### config.mk
export PLATFORM = sky130hd
export DESIGN_NAME = dec_fifo
export DESIGN_NICKNAME = d
export VERILOG_FILES = /design/src/hdl/dec_pkg.sv /design/src/hdl/dec_fifo.sv
export VERILOG_INCLUDE_DIRS = /design/src /design/src/hdl
export SDC_FILE = /design/constraint.sdc
export NUM_CORES = 2
export LEC_CHECK = 0
export BUFFER_PORTS_ARGS = -buffer_cell sky130_fd_sc_hd__buf_2
export CORE_ASPECT_RATIO = 0.8
export CORE_MARGIN = 2
export CORE_UTILIZATION = 40
export CTS_BUF_LIST = sky130_fd_sc_hd__clkbuf_16
export DETAILED_ROUTE_END_ITERATION = 10
export GPL_ROUTABILITY_DRIVEN = 0
export MAX_ROUTING_LAYER = met4
export PLACE_DENSITY_LB_ADDON = 0.05
export SLEW_MARGIN = 15
export SYNTH_ARGS = -nofsm -noshare
export SYNTH_HDL_FRONTEND = slang
export SYNTH_SLANG_ARGS = --single-unit
### constraint.sdc
create_clock -name clk -period 33.9 [get_ports clk]
set_input_delay 3.39 -clock clk [delete_from_list [all_inputs] [get_ports clk]]
set_output_delay 3.39 -clock clk [all_outputs]
set_load 0.02 [all_outputs]
### src/hdl/disc_elastic_collision_macros.svh
// Assertion macros for the disc collision block.
// Used by modules that check their own logic; needs clk and rst_n in scope.
`ifndef DISC_ELASTIC_COLLISION_MACROS_SVH
`define DISC_ELASTIC_COLLISION_MACROS_SVH

// condition must never hold
`define DEC_ASSERT_NEVER(lbl, cond, msg) \
    lbl: assert property (@(posedge clk) disable iff (!rst_n) !(cond)) else $error(msg);

// antecedent implies consequent in the next cycle
`define DEC_ASSERT_NEXT(lbl, ante, cons, msg) \
    lbl: assert property (@(posedge clk) disable iff (!rst_n) (ante) |=> (cons)) \
        else $error(msg);

`endif

### src/hdl/dec_pkg.sv
// Shared types and constants of the disc collision block.
// No dependencies; imported by every module of the block.
`default_nettype none
package dec_pkg;

    localparam int POS_W   = 14;
    localparam int VEL_W   = 16;
    localparam int RAD_W   = 10;
    localparam int CFG_W   = 10;
    localparam int CFG_IDX_W = 1;
    localparam int DIFF_W  = POS_W + 1;
    localparam int DV_W    = VEL_W + 1;
    localparam int D2_W    = 2 * DIFF_W;
    localparam int RSUM_W  = RAD_W + 1;
    localparam int RSQ_W   = 2 * RSUM_W;
    localparam int DOT_W   = DV_W + DIFF_W + 1;
    localparam int PROD_W  = DOT_W + DIFF_W;
    localparam int NUM_W   = PROD_W + 1;
    localparam int DIV_W   = RSQ_W + 1;
    localparam int Q_W     = 18;
    localparam int REM_W   = DIV_W + 1;
    localparam int SUM_W   = Q_W + 2;
    localparam int FIFO_DEPTH = 8;
    localparam int FIFO_AW = 3;
    localparam int CNT_W   = FIFO_AW + 1;
    localparam int VEL_MAX = 32767;
    localparam int VEL_MIN = -32768;

    localparam logic [RAD_W-1:0] DISC_RADIUS_RST = 10'd400;
    localparam logic [RAD_W-1:0] BALL_RADIUS_RST = 10'd240;

    localparam logic [CFG_IDX_W-1:0] REG_DISC_RADIUS = 1'd0;
    localparam logic [CFG_IDX_W-1:0] REG_BALL_RADIUS = 1'd1;

    typedef struct packed {
        logic [POS_W-1:0]        first_x;
        logic [POS_W-1:0]        first_y;
        logic signed [VEL_W-1:0] first_vx;
        logic signed [VEL_W-1:0] first_vy;
        logic [POS_W-1:0]        second_x;
        logic [POS_W-1:0]        second_y;
        logic signed [VEL_W-1:0] second_vx;
        logic signed [VEL_W-1:0] second_vy;
        logic                    second_is_ball;
    } req_t;

    typedef struct packed {
        logic                    contact;
        logic                    coincident;
        logic signed [VEL_W-1:0] new_first_vx;
        logic signed [VEL_W-1:0] new_first_vy;
        logic signed [VEL_W-1:0] new_second_vx;
        logic signed [VEL_W-1:0] new_second_vy;
    } rsp_t;

    typedef struct packed {
        logic                    contact;
        logic                    coincident;
        logic                    active;
        logic signed [VEL_W-1:0] vx1;
        logic signed [VEL_W-1:0] vy1;
        logic signed [VEL_W-1:0] vx2;
        logic signed [VEL_W-1:0] vy2;
        logic                    neg_x;
        logic                    neg_y;
        logic [NUM_W-1:0]        num_x;
        logic [NUM_W-1:0]        num_y;
        logic [DIV_W-1:0]        den;
    } qitem_t;

endpackage
`default_nettype wire

### src/hdl/dec_fifo.sv
// Request queue between front end and divider back end.
// Depends on dec_pkg and the assertion macro header.
`default_nettype none
`include "disc_elastic_collision_macros.svh"
module dec_fifo (
    input  wire logic                       clk,
    input  wire logic                       rst_n,
    input  wire logic                       push,
    input  wire dec_pkg::qitem_t            wdata,
    input  wire logic                       pop,
    output dec_pkg::qitem_t                 rdata,
    output logic [dec_pkg::CNT_W-1:0]       count,
    output logic                            avail
);
    import dec_pkg::*;

    qitem_t               mem_reg [FIFO_DEPTH];
    logic [FIFO_AW-1:0]   wr_ptr_reg, rd_ptr_reg;
    logic [CNT_W-1:0]     count_reg;

    assign rdata = mem_reg[rd_ptr_reg];
    assign count = count_reg;
    assign avail = count_reg != '0;

    always_ff @(posedge clk or negedge rst_n)
    begin
        if (!rst_n)
        begin
            wr_ptr_reg <= '0;
            rd_ptr_reg <= '0;
            count_reg  <= '0;
        end
        else
        begin
            if (push)
                wr_ptr_reg <= wr_ptr_reg + 1'b1;
            if (pop)
                rd_ptr_reg <= rd_ptr_reg + 1'b1;
            if (push && !pop)
                count_reg <= count_reg + 1'b1;
            else if (pop && !push)
                count_reg <= count_reg - 1'b1;
        end
    end

    always_ff @(posedge clk)
    begin
        if (push)
            mem_reg[wr_ptr_reg] <= wdata;
    end

    `DEC_ASSERT_NEVER(a_no_overflow, push && !pop && (count_reg == CNT_W'(FIFO_DEPTH)), "queue overflow")
    `DEC_ASSERT_NEVER(a_no_underflow, pop && (count_reg == '0), "queue underflow")
    `DEC_ASSERT_NEXT(a_count_up, push && !pop, count_reg == $past(count_reg) + 1'b1, "count lost a push")

endmodule
`default_nettype wire

* After elaboration in Yosys (flattened, before gate mapping) *
Memories as Yosys holds them, arrays and structs flattened.
Index checks and enable logic that the tools add are counted.

cells by class
  add/sub/neg operators = 4
  multiplexer cells = 4
  reductions and logical operators = 6

operators by type and width
  operator                                                            count
  4-bit two-way mux                                                   2
  3-bit by 1-bit adder with 3-bit output, second input constant       2
  4-bit by 1-bit adder with 4-bit output, second input constant       1
  4-bit nonzero test                                                  1
  4-bit by 1-bit subtractor with 4-bit output, second input constant  1
  1-bit logical AND                                                   2
  1-bit zero test                                                     2
  1-bit two-way mux                                                   2
  2-bit nonzero test                                                  1

storage, ports and cells
  memory bits (writable) = 1520
  flip-flop bits (word level) = 10
  memories kept = 1

memories
  name     words  width  rd ports  clocked after Yosys merged registers in  write ports  RTL line        source
  mem_reg  8      190    1         0                                        1            dec_fifo.sv:17  qitem_t mem_reg [FIFO_DEPTH];

* Longest topological paths before layout *
  depth in word-level cells = 4
  gate-level depth with buffers = 7

* Least setup slack after synthesis *
Ideal clock, no wire load.

  path type = input to register
  from = input port push
  to = memory mem_reg[0][0] (netlist name), enable pin
  cell stages on the path = 2
  path buffers = 0
  slack = 16.648 ns
  arrival = 16.279 ns
  setup time = 0.973 ns
  path through = nand2b_1 > nor3_1

on the way
  cells in the longest elaborated chain, start to end = 2

RTL lines
  item                                     RTL line        source
  start, declared                          dec_fifo.sv:8   input wire logic push,
  1-bit two-way mux                        dec_fifo.sv:48  if (push)
  1-bit two-way mux (not written as such)  dec_fifo.sv:49  mem_reg[wr_ptr_reg] <= wdata;
  end, declared                            dec_fifo.sv:17

Every way passes these cells.

==> Flow_metrics.wiki <==
{| class="wikitable"
! Metric !! Value
|-
| Slew Viols, Final || 0
|-
| Filler-free cell count of the finished design || 4772
|-
| Final worst-path cycle share || 0.241
|-
| Global routing met2 resource utilization || 0.321
|-
| Ranking of synthesized cells by area || sky130_fd_sc_hd__edfxtp_1, sky130_fd_sc_hd__mux4_2, sky130_fd_sc_hd__mux2_2
|-
| Clock tree from TritonCTS || done
|-
| Area used by multi-input combinational logic || 11100 um2
|-
| # port buffers || 388
|-
| Final wirelength || 132000 um
|-
| Area growth from synthesis to layout || 16.2%
|-
| Aggregate global-route resource usage || 0.187
|-
| Hold Crit Endpoint || count[2]
|-
| Kind of end point of the critical path || primary output
|-
| Hold buffers post-CTS || 0
|-
| R2r worst-path depth || 5
|-
| Critical Path Slowest Stage Cell || sky130_fd_sc_hd__dfrtp_4
|-
| Post-synthesis sequential area ratio || 0.799
|-
| Area used by sequential logic in the layout || 45900 um2
|-
| Met1 track demand over resource in global routing || 0.220
|-
| Worst setup margin || 25720 ps
|-
| Clock buffers created by TritonCTS || 156
|-
| Required time of the critical path || 30510 ps
|-
| Initial Util || 0.403
|-
| Warnings from Yosys || 0
|-
| Worst-path clk slew || 60 ps
|-
| H-Tree Depth || 4
|-
| Final Hold Viols || 0
|-
| Synthesized netlist net count || 2455
|-
| Iteration-0 DRC count of the detailed router || 1501
|-
| Result of the run || finished, final reports clean
|-
| Data arrival, critical path || 4790 ps
|-
| Max-capacitance violation count || 0
|-
| Die ar. || 147000 um2
|-
| Average cell area after synthesis || 25.5 um2
|-
| Number of cells after detailed placement || 4469
|-
| # clock sinks || 1530
|-
| Global-route wire length before repair || 190000 um
|-
| Design Power || 0.00604 W
|-
| Antenna viol nets, final || 0
|-
| Die H || 343 um
|-
| Capture point of the worst reg-to-reg path || mem_reg[4][188]
|-
| Number of nets in the finished design || 2937
|-
| Startpoint of the worst hold path || count[2]
|-
| GR Util met3 || 0.0390
|-
| Worst reg-to-reg setup slack || 29980 ps
|-
| PwrDens || 90.4 nW/um2
|-
| Io pins || 389
|-
| Setup repair after global routing missed its margin || no
|-
| Buf/Inv on CP || 3
|-
| Synthesis-stage register bit count || 1530
|-
| Critical Path Max Stage Delay || 1050 ps
|-
| Vias in the first global route || 27500
|-
| Initial antenna violation count || 44
|-
| Number of distinct library cells after synthesis || 27
|-
| Max-slew headroom || 0.272
|-
| Syn Inst Count || 2255
|-
| Post-placement worst setup slack || 26330 ps
|-
| CP delay by family, top || buffers and inverters
|-
| Pin count of the biggest net entering global routing || 119
|-
| Mean number of vias per cell || 5.30
|-
| Layer carrying the most global-route usage || met2
|-
| Die width || 428 um
|-
| Remaining Overflow, GRT || 0
|-
| Post-CTS setup buffers || 0
|-
| Shortest period the worst path allows || 8180 ps
|-
| Mean routed wirelength per cell || 27.6 um
|-
| Class of the most critical setup path || flip-flop to primary output
|-
| Leakage power || 21.6 nW
|-
| Number of cells on the worst hold path || 2
|-
| Clock Root Buffer || sky130_fd_sc_hd__clkbuf_16
|-
| Share of cells above drive strength 1 || 0.428
|-
| Slew at the pin closest to its max-slew limit || 1090 ps
|-
| Source of the worst register-to-register timing path || wr_ptr_reg[1]
|-
| Setup Total Neg Slack || 0 ps
|-
| Proportion of netlist area held by the largest area contributor || 0.794
|-
| Post-synth design cell area || 57500 um2
|-
| Worst Hold Slack || 556 ps
|-
| Total via count after detailed routing || 25300
|-
| Fmax || 122 MHz
|-
| Number of remaining DRC errors || 0
|-
| Final Skew || 18.8 ps
|-
| Estimated wirelength of the detail-placed design || 70400 um
|-
| Type of element launching the critical path || flip-flop
|-
| Worst-Skew Late Latency || 780 ps
|-
| Filler cell count || 11800
|-
| First drt pass iteration count || 5
|-
| Crit Path Max Fanout || 50
|-
| VDD IR max || 0.0000655 V
|-
| Library cell occupying the most area in the post-synthesis netlist || sky130_fd_sc_hd__edfxtp_1
|-
| CTS resizes || 0
|-
| Bufs on Longest Clock Path || 3
|-
| Type of the tightest min-delay check || flip-flop to flip-flop
|-
| Core Box Area || 143000 um2
|-
| Ordered cell list for the critical path || buf_4 -> buf_4 -> mux4_2 -> mux2_2 -> buf_2
|-
| Flip-flop count of the largest register, all copies and words added || 1520
|-
| Final setup violation count || 0
|-
| Crit path top cell by count || sky130_fd_sc_hd__buf_4
|-
| Row count || 124
|}
==> worst min-delay path, stage by stage (launching register included) <==
cell	delay, ps
sky130_fd_sc_hd__dfrtp_1	390
sky130_fd_sc_hd__nand2_1	70
sky130_fd_sc_hd__o21ai_0	70
==> per-stage QoR <==
| step | utilization | cell area (um2) |
|---|---|---|
| after global placement | 0.432 | 61700 |
| after floorplan | - | 57500 |
| after global routing | 0.468 | 66800 |
| after CTS | 0.467 | 66700 |
| final | 0.468 | 66800 |
| after detailed placement | 0.432 | 61700 |
==> layout by cell type, fill, tap and decap left out, types with 3 or more instances in the layout <==
cell and n:
sky130_fd_sc_hd__bufinv_16 13, sky130_fd_sc_hd__clkbuf_16 166, sky130_fd_sc_hd__mux2_2 193, sky130_fd_sc_hd__nor2_4 6, sky130_fd_sc_hd__nand2_1 6, sky130_fd_sc_hd__clkinv_2 20
sky130_fd_sc_hd__xnor2_1 4, sky130_fd_sc_hd__nand2b_1 3, sky130_fd_sc_hd__inv_6 4, sky130_fd_sc_hd__ha_1 5, sky130_fd_sc_hd__inv_1 46, sky130_fd_sc_hd__mux4_2 380
sky130_fd_sc_hd__buf_12 6, sky130_fd_sc_hd__buf_4 37, sky130_fd_sc_hd__clkinv_1 30, sky130_fd_sc_hd__diode_2 20, sky130_fd_sc_hd__clkinvlp_4 4, sky130_fd_sc_hd__buf_2 388
sky130_fd_sc_hd__dfrtp_4 3, sky130_fd_sc_hd__dfrtp_1 7, sky130_fd_sc_hd__edfxtp_1 1520
==> synth_stat cells <==
cell and count:
sky130_fd_sc_hd__xnor2_1 4, sky130_fd_sc_hd__fa_1 1, sky130_fd_sc_hd__xor2_1 2, sky130_fd_sc_hd__a21oi_1 2, sky130_fd_sc_hd__mux2_2 193, sky130_fd_sc_hd__nand3b_1 1
sky130_fd_sc_hd__o211ai_1 2, sky130_fd_sc_hd__nand2b_1 3, sky130_fd_sc_hd__mux2i_1 1, sky130_fd_sc_hd__edfxtp_1 1520, sky130_fd_sc_hd__buf_6 10, sky130_fd_sc_hd__nand3_1 2
sky130_fd_sc_hd__clkbuf_1 53, sky130_fd_sc_hd__ha_1 5, sky130_fd_sc_hd__inv_1 2, sky130_fd_sc_hd__or4_1 2, sky130_fd_sc_hd__buf_4 1, sky130_fd_sc_hd__a2111o_1 1
sky130_fd_sc_hd__mux4_2 380, sky130_fd_sc_hd__nand2_1 6, sky130_fd_sc_hd__buf_1 2, sky130_fd_sc_hd__buf_2 41, sky130_fd_sc_hd__or3_1 1, sky130_fd_sc_hd__nor3_1 3
sky130_fd_sc_hd__nor2_1 6, sky130_fd_sc_hd__dfrtp_1 10, sky130_fd_sc_hd__o21ai_0 1
==> cells by family after synthesis <==
group                    Yosys count  synth area share
flip-flops                      1530             0.799
adder cells (fa/ha/maj)            6           0.00144
buffers and inverters            109           0.00938
XOR/XNOR                           6          0.000914
AO/OA/AOI/OAI                      6          0.000718
multiplexers                     574             0.187
AND/OR/NAND/NOR                   24           0.00205
==> area by class of cell <==
type	instances	area share
Timing Repair Buffer	431	0.0350
Multi-Input combinational cell	616	0.166
Clock inverter	117	0.0129
Tap cell	1890	0.0354
Sequential cell	1530	0.688
Inverter	2	0.000112
Clock buffer	166	0.0622
Antenna cell	20	0.000750
==> worst max-delay path by stage <==
stage / start / to / slack [ps] / cells past startpoint
floorplan: push / mem_reg[0][0] / 16650 / 2
CTS: rd_ptr_reg[0] / rdata[178] / 25440 / 5
global placement: rd_ptr_reg[0] / rdata[21] / 26370 / 5
detailed placement: rd_ptr_reg[0] / rdata[178] / 26330 / 5
finish: rd_ptr_reg[0] / rdata[68] / 25720 / 5
global route: rd_ptr_reg[0] / rdata[68] / 25240 / 5
==> report_power, final <==
group          switching, W  leakage, nW  internal [W]
clock              0.000694         2.62      0.000977
combinational       0.00110         5.06      0.000801
sequential        0.0000949         13.9       0.00237
==> metal layers <==
metal  up-vias  share of wire  wire length (um)
met5         -              0                 0
met2       501           0.53             70000
met3       254          0.042              5540
met4         0          0.027              3620
li1      10700              -                 -
met1     13800           0.40             52400
(Power assumes the default switching activity.)
